--- config.mk ---
export PLATFORM = sky130hd
export DESIGN_NAME = bpa_ctrl
export DESIGN_NICKNAME = d
export VERILOG_FILES = /design/src/hdl/bpa_pkg.sv /design/src/hdl/bpa_ctrl.sv
export VERILOG_INCLUDE_DIRS = /design/src /design/src/hdl
export SDC_FILE = /design/constraint.sdc
export NUM_CORES = 1
export LEC_CHECK = 0
export BUFFER_PORTS_ARGS = -buffer_cell sky130_fd_sc_hd__clkbuf_2
export CORE_UTILIZATION = 49
export DETAILED_ROUTE_END_ITERATION = 12
export GPL_TIMING_DRIVEN = 1
export PLACE_DENSITY = 0.76
export SYNTH_ARGS = -nofsm -noshare
export SYNTH_HDL_FRONTEND = slang
export SYNTH_SLANG_ARGS = --single-unit
--- constraint.sdc ---
create_clock -name clk -period 1.7 [get_ports clk]
set_clock_uncertainty 0.15 [all_clocks]
set_input_delay 0.34 -clock clk [delete_from_list [all_inputs] [get_ports clk]]
set_output_delay 0.34 -clock clk [all_outputs]
set_load 0.05 [all_outputs]
--- src/hdl/assert_macros.svh ---
// ---------------------------------------------------------------------------
// assertion macros shared by the rtl files
// ---------------------------------------------------------------------------
`ifndef ASSERT_MACROS_SVH
`define ASSERT_MACROS_SVH

// condition that must hold at every clock edge out of reset
`define BPA_CHECK(lbl, cond, msg) \
  lbl: assert property (@(posedge clk) disable iff (!rst_n) (cond)) else $error(msg);

// condition in one cycle implies a condition in the next
`define BPA_CHECK_NEXT(lbl, pre, post, msg) \
  lbl: assert property (@(posedge clk) disable iff (!rst_n) (pre) |=> (post)) else $error(msg);

`endif

--- src/hdl/bpa_pkg.sv ---
// ---------------------------------------------------------------------------
// bpa_pkg
// types, constants and helper functions of the buddy page allocator
// ---------------------------------------------------------------------------
package bpa_pkg;

  localparam int MAX_PAGES  = 4096;
  localparam int PAGE_W     = $clog2(MAX_PAGES);
  localparam int CNT_W      = PAGE_W + 1;
  localparam int NUM_ORDERS = 11;
  localparam int TOP_ORDER  = NUM_ORDERS - 1;
  localparam int ORD_W      = $clog2(NUM_ORDERS + 1);
  localparam int BLK_W      = TOP_ORDER + 1;
  localparam int UW         = 16;
  localparam int UW_SH      = $clog2(UW);
  localparam int UWA_W      = PAGE_W - UW_SH;
  localparam int UWORDS     = MAX_PAGES / UW;
  localparam int PC_W       = $clog2(UW + 1);

  localparam logic [1:0] FN_INIT  = 2'd0;
  localparam logic [1:0] FN_ALLOC = 2'd1;
  localparam logic [1:0] FN_FREE  = 2'd2;

  localparam logic [1:0] ST_OK      = 2'd0;
  localparam logic [1:0] ST_NOSPACE = 2'd1;
  localparam logic [1:0] ST_IGNORED = 2'd2;

  localparam logic CFG_TOTAL = 1'b0;
  localparam logic CFG_FIRST = 1'b1;

  typedef enum logic [4:0] {
    S_CLR, S_IDLE, S_DEC, S_CARVE, S_SCAN, S_TAKE, S_TAKE_RD, S_TAKE_WR,
    S_SPLIT, S_SPLIT_RD, S_SPLIT_WR, S_CHK_RD, S_CHK_WR, S_REL_RD, S_REL_WR,
    S_USE_RD, S_USE_WR, S_MERGE, S_BUD_RD, S_BUD_WR, S_FILE_RD, S_FILE_WR,
    S_DONE
  } state_t;

  typedef enum logic [3:0] {
    CMD_NONE, CMD_LOAD, CMD_CLR_START, CMD_CLR_STEP, CMD_CARVE_BLOCK,
    CMD_SCAN_START, CMD_SCAN_STEP, CMD_TAKE, CMD_MWR_CLR, CMD_MWR_SET,
    CMD_MERGE, CMD_SPLIT_DEC, CMD_RNG_PG, CMD_RNG_BLK, CMD_RNG_CHK,
    CMD_RNG_REL
  } cmd_t;

  typedef enum logic [1:0] {TGT_SELF, TGT_HALF, TGT_BUDDY} tgt_t;

  typedef struct packed {
    cmd_t       cmd;
    tgt_t       tgt;
    logic       use_pass;  // range write marks pages used
    logic [1:0] st;
  } ctl_t;

  typedef struct packed {
    logic [1:0] func;
    logic       cnt_zero;
    logic       ord_big;
    logic       free_bad;
    logic       clr_last;
    logic       carve_done;
    logic       scan_done;
    logic       scan_none;
    logic       at_want;
    logic       at_top;
    logic       bud_hit;
    logic       rng_last;
    logic       chk_fail;
    logic       out_free;
  } sts_t;

  // smallest order whose block holds n pages, NUM_ORDERS when none does
  function automatic logic [ORD_W-1:0] order_for(input logic [CNT_W-1:0] n);
    logic [ORD_W-1:0] o;
    o = ORD_W'(NUM_ORDERS);
    for (int i = TOP_ORDER; i >= 0; i--) begin
      if ({1'b0, n} <= ((CNT_W+1)'(1) << i)) o = ORD_W'(i);
    end
    return o;
  endfunction

  function automatic logic [ORD_W-1:0] lowest_set(input logic [NUM_ORDERS-1:0] v);
    logic [ORD_W-1:0] o;
    o = ORD_W'(NUM_ORDERS);
    for (int i = TOP_ORDER; i >= 0; i--) begin
      if (v[i]) o = ORD_W'(i);
    end
    return o;
  endfunction

  function automatic logic [PC_W-1:0] popcnt(input logic [UW-1:0] v);
    logic [PC_W-1:0] c;
    c = '0;
    for (int i = 0; i < UW; i++) c = c + PC_W'(v[i]);
    return c;
  endfunction

endpackage

--- src/hdl/bpa_ctrl.sv ---
// ---------------------------------------------------------------------------
// bpa_ctrl
// operation sequencer: clearing pass, init carve, alloc scan/split, free merge
// ---------------------------------------------------------------------------
`include "assert_macros.svh"

module bpa_ctrl
  import bpa_pkg::*;
(
  input  logic clk,
  input  logic rst_n,
  input  logic in_tvalid,
  output logic in_tready,
  input  sts_t sts,
  output ctl_t ctl
);

  state_t     state_r, state_nxt;
  logic [1:0] st_r, st_nxt;
  logic       carve_r, carve_nxt;

  always_ff @(posedge clk) begin
    if (!rst_n) begin
      state_r <= S_CLR;
      st_r    <= ST_OK;
      carve_r <= 1'b0;
    end else begin
      state_r <= state_nxt;
      st_r    <= st_nxt;
      carve_r <= carve_nxt;
    end
  end

  // next state
  always_comb begin
    state_nxt = state_r;
    st_nxt    = st_r;
    carve_nxt = carve_r;
    unique case (state_r)
      S_CLR: if (sts.clr_last) state_nxt = carve_r ? S_CARVE : S_IDLE;
      S_IDLE: begin
        if (in_tvalid) begin
          state_nxt = S_DEC;
          carve_nxt = 1'b0;
        end
      end
      S_DEC: begin
        state_nxt = S_DONE;
        st_nxt    = ST_IGNORED;
        priority if (sts.func == FN_INIT) begin
          state_nxt = S_CLR;
          carve_nxt = 1'b1;
        end else if (sts.func == FN_ALLOC) begin
          priority if (sts.cnt_zero) st_nxt = ST_IGNORED;
          else if (sts.ord_big) st_nxt = ST_NOSPACE;
          else state_nxt = S_SCAN;
        end else if (sts.func == FN_FREE) begin
          if (!sts.free_bad) state_nxt = S_CHK_RD;
        end else begin
          state_nxt = S_DONE;
        end
      end
      S_CARVE: begin
        if (sts.carve_done) begin
          state_nxt = S_DONE;
          st_nxt    = ST_OK;
        end else begin
          state_nxt = S_REL_RD;
        end
      end
      S_SCAN: if (sts.scan_done) state_nxt = S_TAKE;
      S_TAKE: begin
        if (sts.scan_none) begin
          state_nxt = S_DONE;
          st_nxt    = ST_NOSPACE;
        end else begin
          state_nxt = S_TAKE_RD;
        end
      end
      S_TAKE_RD:  state_nxt = S_TAKE_WR;
      S_TAKE_WR:  state_nxt = S_SPLIT;
      S_SPLIT:    state_nxt = sts.at_want ? S_USE_RD : S_SPLIT_RD;
      S_SPLIT_RD: state_nxt = S_SPLIT_WR;
      S_SPLIT_WR: state_nxt = S_SPLIT;
      S_CHK_RD:   state_nxt = S_CHK_WR;
      S_CHK_WR: begin
        priority if (sts.chk_fail) begin
          state_nxt = S_DONE;
          st_nxt    = ST_IGNORED;
        end else if (sts.rng_last) begin
          state_nxt = S_REL_RD;
        end else begin
          state_nxt = S_CHK_RD;
        end
      end
      S_REL_RD: state_nxt = S_REL_WR;
      S_REL_WR: begin
        if (sts.rng_last) state_nxt = carve_r ? S_CARVE : S_MERGE;
        else state_nxt = S_REL_RD;
      end
      S_USE_RD: state_nxt = S_USE_WR;
      S_USE_WR: begin
        if (sts.rng_last) begin
          state_nxt = S_DONE;
          st_nxt    = ST_OK;
        end else begin
          state_nxt = S_USE_RD;
        end
      end
      S_MERGE:  state_nxt = sts.at_top ? S_FILE_RD : S_BUD_RD;
      S_BUD_RD: state_nxt = S_BUD_WR;
      S_BUD_WR: state_nxt = sts.bud_hit ? S_MERGE : S_FILE_RD;
      S_FILE_RD: state_nxt = S_FILE_WR;
      S_FILE_WR: begin
        state_nxt = S_DONE;
        st_nxt    = ST_OK;
      end
      S_DONE: if (sts.out_free) state_nxt = S_IDLE;
      default: state_nxt = S_IDLE;
    endcase
  end

  // outputs
  always_comb begin
    ctl.cmd      = CMD_NONE;
    ctl.tgt      = TGT_SELF;
    ctl.use_pass = 1'b0;
    ctl.st       = st_r;
    in_tready    = 1'b0;
    unique case (state_r)
      S_CLR: ctl.cmd = CMD_CLR_STEP;
      S_IDLE: begin
        in_tready = 1'b1;
        if (in_tvalid) ctl.cmd = CMD_LOAD;
      end
      S_DEC: begin
        if (sts.func == FN_INIT) ctl.cmd = CMD_CLR_START;
        else if (sts.func == FN_ALLOC) ctl.cmd = CMD_SCAN_START;
        else if (sts.func == FN_FREE) ctl.cmd = CMD_RNG_PG;
      end
      S_CARVE:    if (!sts.carve_done) ctl.cmd = CMD_CARVE_BLOCK;
      S_SCAN:     ctl.cmd = CMD_SCAN_STEP;
      S_TAKE:     if (!sts.scan_none) ctl.cmd = CMD_TAKE;
      S_TAKE_WR:  ctl.cmd = CMD_MWR_CLR;
      S_SPLIT:    ctl.cmd = sts.at_want ? CMD_RNG_BLK : CMD_SPLIT_DEC;
      S_SPLIT_RD: ctl.tgt = TGT_HALF;
      S_SPLIT_WR: begin
        ctl.cmd = CMD_MWR_SET;
        ctl.tgt = TGT_HALF;
      end
      S_CHK_WR: begin
        if (!sts.chk_fail) ctl.cmd = sts.rng_last ? CMD_RNG_PG : CMD_RNG_CHK;
      end
      S_REL_WR: ctl.cmd = CMD_RNG_REL;
      S_USE_WR: begin
        ctl.cmd      = CMD_RNG_REL;
        ctl.use_pass = 1'b1;
      end
      S_BUD_RD: ctl.tgt = TGT_BUDDY;
      S_BUD_WR: begin
        ctl.tgt = TGT_BUDDY;
        if (sts.bud_hit) ctl.cmd = CMD_MERGE;
      end
      S_FILE_WR: ctl.cmd = CMD_MWR_SET;
      S_DONE: begin
        // use_pass with no command raises the result word
        if (sts.out_free) ctl.use_pass = 1'b1;
      end
      default: ;
    endcase
  end

  `BPA_CHECK(a_ready_idle, !in_tready || state_r == S_IDLE, "input taken outside idle")
  `BPA_CHECK_NEXT(a_done_idle, state_r == S_DONE && sts.out_free, state_r == S_IDLE, "result issued but sequencer not idle")
  `BPA_CHECK_NEXT(a_carve_clr, state_r == S_DEC && sts.func == FN_INIT, state_r == S_CLR && carve_r, "init did not start the clearing pass")

endmodule

==> impl_results.md, run 1 <==
- Status: did not finish
- Failing step: global routing
- Error msg: [ERROR DPL-0038] Utilization greater than 100%, impossible to legalize
- Die X: around 53 um
- Root buffer cell: clkbuf_4
- Starting Density: 0.519
- Synth top area cells: dfxtp_1 12%, a21oi_1 7.3%, o21ai_0 6.6%
- CTS Sinks: 8
- FFs w/ async S/R, synth: 0
- Main synth FF type: dfxtp_1
- Die Y: between 50 and 60 um
- Syn. warnings: 0
- Worst End Pin Type: top-level output
- Num rows: 18
- Cell taking the most area after synthesis: dfxtp_1
- Worst endpoint after global-route timing repair: ctl[6]
- Clock tree buffer depth: 2
- Avg Cell Area, Syn: between 6 and 7 um2
- Placed Cells: about 300
- Syn nets: between 200 and 250
- Post-DP HPWL: ~4300 um
- Number of synthesized register bits: 8
- I/O Buffers: 27
- Sequential area share after synthesis: 0.123
- Cells after synthesis: just under 200
- Post-synth EDFFs: 0
- Hold_buf cts: 0
- Post-Syn Area: roughly 1300 um2
- Pre-CTS WS: -382 ps
- Largest net degree at the start of global routing: 21
- CTS H-Tree Depth: 1
- Cts bufs inserted: 3
- Netlist cell types: between 50 and 60
- Io pins: 28
- Yosys top cell area share: 0.123
- Routability cong.: ~1.0
==> metrics by stage <==
stage,utilization,hold WS [ps],cell area (um2)
4_1_cts,0.920,199,2300
2_1_floorplan,-,285,1420
3_5_place_dp,0.804,305,2010
3_3_place_gp,0.804,298,2010
==> synth_stat cells, types with 2 or more instances <==
cell and instances:
a21oi_1 19, dfxtp_1 8, buf_4 4, and2_1 4, buf_2 7, mux2i_1 5, nor2b_1 9, buf_1 3
nand2_1 18, o221ai_1 2, nor3b_1 2, and3_1 5, ha_1 4, inv_1 5, nor3_2 2, inv_2 3
o211ai_1 2, o21ai_1 3, a211oi_1 2, nand3_1 3, nand2b_1 6, a22o_1 2, a21o_1 2, a2bb2oi_1 2
nor3_1 12, or3b_1 2, nor4_1 3, nand4_1 2, a31oi_1 6, o21ai_0 17, nor2_1 9
==> cell families after synthesis <==
| kind of cell | Yosys count | share of synthesized area |
|---|---|---|
| compound gates | 69 | 0.341 |
| mux | 6 | 0.0473 |
| flops | 8 | 0.123 |
| fa+ha+maj | 4 | 0.0386 |
| simple gates | 83 | 0.361 |
| buf+inv | 22 | 0.0820 |
| xor+xnor | 1 | 0.00675 |
==> timing repair <==
action	in CTS
endpoints found under the setup margin	16
hold endpoints to repair	0
pin swaps	6
buffers inserted	3
gates resized for setup	58
==> inputs of run 2 (changes only) <==
Settings changed: CORE_UTILIZATION 49 to 35, PLACE_DENSITY 0.76 to default, PLACE_DENSITY_LB_ADDON from default to 0.15.
Clock period 1.7 ns to 2.2 ns, I/O delays scaled along.
==> run 2 against run 1 <==
Net effect:
- the flow now finishes, with violations (setup timing)
- synthesized cell count is the same
- area after synthesis is the same
==> impl_results.md, run 2 <==
- Status: finished, violations left
- Failing checks: setup timing
- Commonest non-fill, non-tap cell in the layout: buf_4
- Largest regs: state_r: 5 flops, st_r: 2 flops, carve_r: 1 flops
- Tmin final: about 2300 ps
- Largest net degree at the start of global routing: 15
- TNS Setup: -109 ps
- Ant. Diodes: 0
- Worst Path Max Fanout: 4
- Psw: ~1.4 mW
- RSZ-0062 raised after global routing: true
- Ratio of cells with drive above 1 in the final layout: 0.474
- Switch share: 0.487
- Num rows: 21
- Yosys top cell area share: 0.123
- Largest reg by FF count: state_r
- Max_slew headroom: 0.727
- Cts bufs inserted: 3
- Part of the power in registers: 0.098
- DRC Markers: 0
- Setup WS post-layout: -83.4 ps
- Combinational share of power: 0.840
- Initial antenna violation count: 0
- I/O Buffers: 27
- WL/cell: 17.4 um
- Placed Area: between 1500 and 2000 um2
- Most frequent cells in the layout: 49 x buf_4, 21 x clkbuf_2, 17 x nand2_1, 17 x o21ai_0, 16 x a21oi_1
- Netlist cell types: 51
- Die X: roughly 63 um
- Main synth FF type: dfxtp_1
- CTS tree: done
- Core Region: 3440 um2
- Number of vias per cell: around 6.0
- Crit share post-route: 1.04
- Tot GR Track Use: 0.272
- Die Y: ~63 um
- Required time worst endpoint: ~1600 ps
- CTS H-Tree Depth: 1
- Syn. warnings: 0
- Clock Latency Late Sink: 230 ps
- Routability cong.: roughly 0.93
- Sequential area share after synthesis: 0.123
- Clock power share: 0.062
- WS Path Type: reg2out
- CP arrival: ~1700 ps
- Syn nets: 215
- Vias in the first global route: 1804
- Post-synth EDFFs: 0
- Pwr Density: 1340 nW/um2
- Vias: approximately 1900
- Count leader, synth: a21oi_1
- Hold Fails Final Rpt: 0
- Footprint of the multi-input gates: about 1200 um2
- Post-DP HPWL: ~4000 um
- Io pins: 28
- Slew @ Worst Pin: just over 400 ps
- Layout fillers: 306
- Max Cap Violations: 0
- FF+latch area: ~180 um2
- Synth cell count leaders: 19 x a21oi_1, 18 x nand2_1, 17 x o21ai_0
- Root buffer cell: clkbuf_8
- Post-layout util: 0.627
- Clock tree buffer depth: 2
- WHS: 307 ps
- Post-Syn Area: approximately 1300 um2
- Nets@finish: 290
- Layout area overhead: 66.3%
- DR iter-0 viols: approximately 140
- Max reg flops: 5
- Peak supply drop: 684 uV
- Leakage power: between 0.9 and 1 nW
- Total internal power: between 1 and 1.5 mW
- Cells after synthesis: around 190
- Synth top area cells: dfxtp_1 12%, a21oi_1 7.3%, o21ai_0 6.6%
- Final ANT Viol Nets: 0
- Number of synthesized register bits: 8
- Slew Limit Fails: 0
- Avg Cell Area, Syn: 6.72 um2
- CTS Sinks: 8
- Final WL: about 5400 um
- Design area: roughly 2200 um2
- Final setup fails: 3
- Cell taking the most area after synthesis: dfxtp_1
- First-pass detailed-route iteration total: 7
- Hold crit path type: reg2reg
- Starting Density: 0.377
- Worst setup SP type: register
- Congestion Overflow GR: 0
- Crit path capture type: output port
- FMAX: ~440 MHz
- FFs w/ async S/R, synth: 0
- Die area: slightly below 4000 um2
- First-pass GRT wire length: between 8000 and 9000 um
- Clock transition at path regs: 40 ps
==> run 2: cell counts after synthesis <==
No cell type changed its count.
==> run 2: layout make-up <==
class	count	area share
repair buffers	84	0.318
inverters	8	0.0139
multi-input cells	163	0.541
clock buffers	3	0.0191
flip-flops and latches	8	0.0817
well taps	46	0.0267
==> run 2: worst paths after layout <==
check	start	slack [ps]	cells past startpoint	to
max	state_r[0]$_SDFFE_PN0P_	-80	6	ctl[6]
min reg2reg	st_r[0]$_SDFFE_PN0P_	310	2	st_r[0]$_SDFFE_PN0P_
min	st_r[0]$_SDFFE_PN0P_	310	2	st_r[0]$_SDFFE_PN0P_
max reg2reg	state_r[2]$_SDFFE_PN0P_	210	7	state_r[2]$_SDFFE_PN0P_
==> run 2: power by group through the flow <==
stage                     sequential, mW  combinational (mW)  clock, mW
after floorplan                    0.240                1.23          0
after global placement             0.262                1.99          0
after detailed placement           0.265                2.00          0
after CTS                          0.276                2.27      0.184
after global routing               0.287                2.55      0.203
final                              0.282                2.43      0.179
==> run 2: repair_timing <==
| item | 4_1_cts | 5_1_grt |
|---|---|---|
| hold buffers | 0 | 0 |
| setup endpoints to repair | 9 | 7 |
| buffers inserted | 4 | 4 |
| endpoints found under the hold margin | 0 | 0 |
| pin swaps | 4 | 5 |
| resized for setup | 29 | 18 |
==> run 2: layer usage <==
metal,track usage,share of wire,vias up
li1,-,-,873
met1,0.321,0.40,869
met2,0.462,0.49,94
met3,0.0639,0.070,24
met4,0.119,0.042,0
met5,0,0,-
==> run 2: logic make-up (layout without fill, tap and decap cells) <==
kind of cell	Yosys count	in the layout	share of synthesized area
compound gates	69	69	0.341
xor+xnor	1	1	0.00675
fa+ha+maj	4	4	0.0386
buf+inv	22	95	0.0820
flops	8	8	0.123
mux	6	6	0.0473
simple gates	83	83	0.361
==> run 2: critical path, stage by stage (launching register included) <==
cell	delay, ps
dfxtp_4	360
buf_6	130
and3_4	160
a21oi_2	90
nor3_1	50
or4_4	490
clkbuf_16	190
==> run 2: through the flow <==
step	std cells	worst slack (ps)	total power, mW
2_1_floorplan	193	-188	1.47
3_3_place_gp	301	-63.1	2.25
3_5_place_dp	301	-81.2	2.26
4_1_cts	308	-94.4	2.73
5_1_grt	312	-128	3.04
6_report	312	-83.4	2.89
Note: power is estimated with default switching activity, not from simulation.
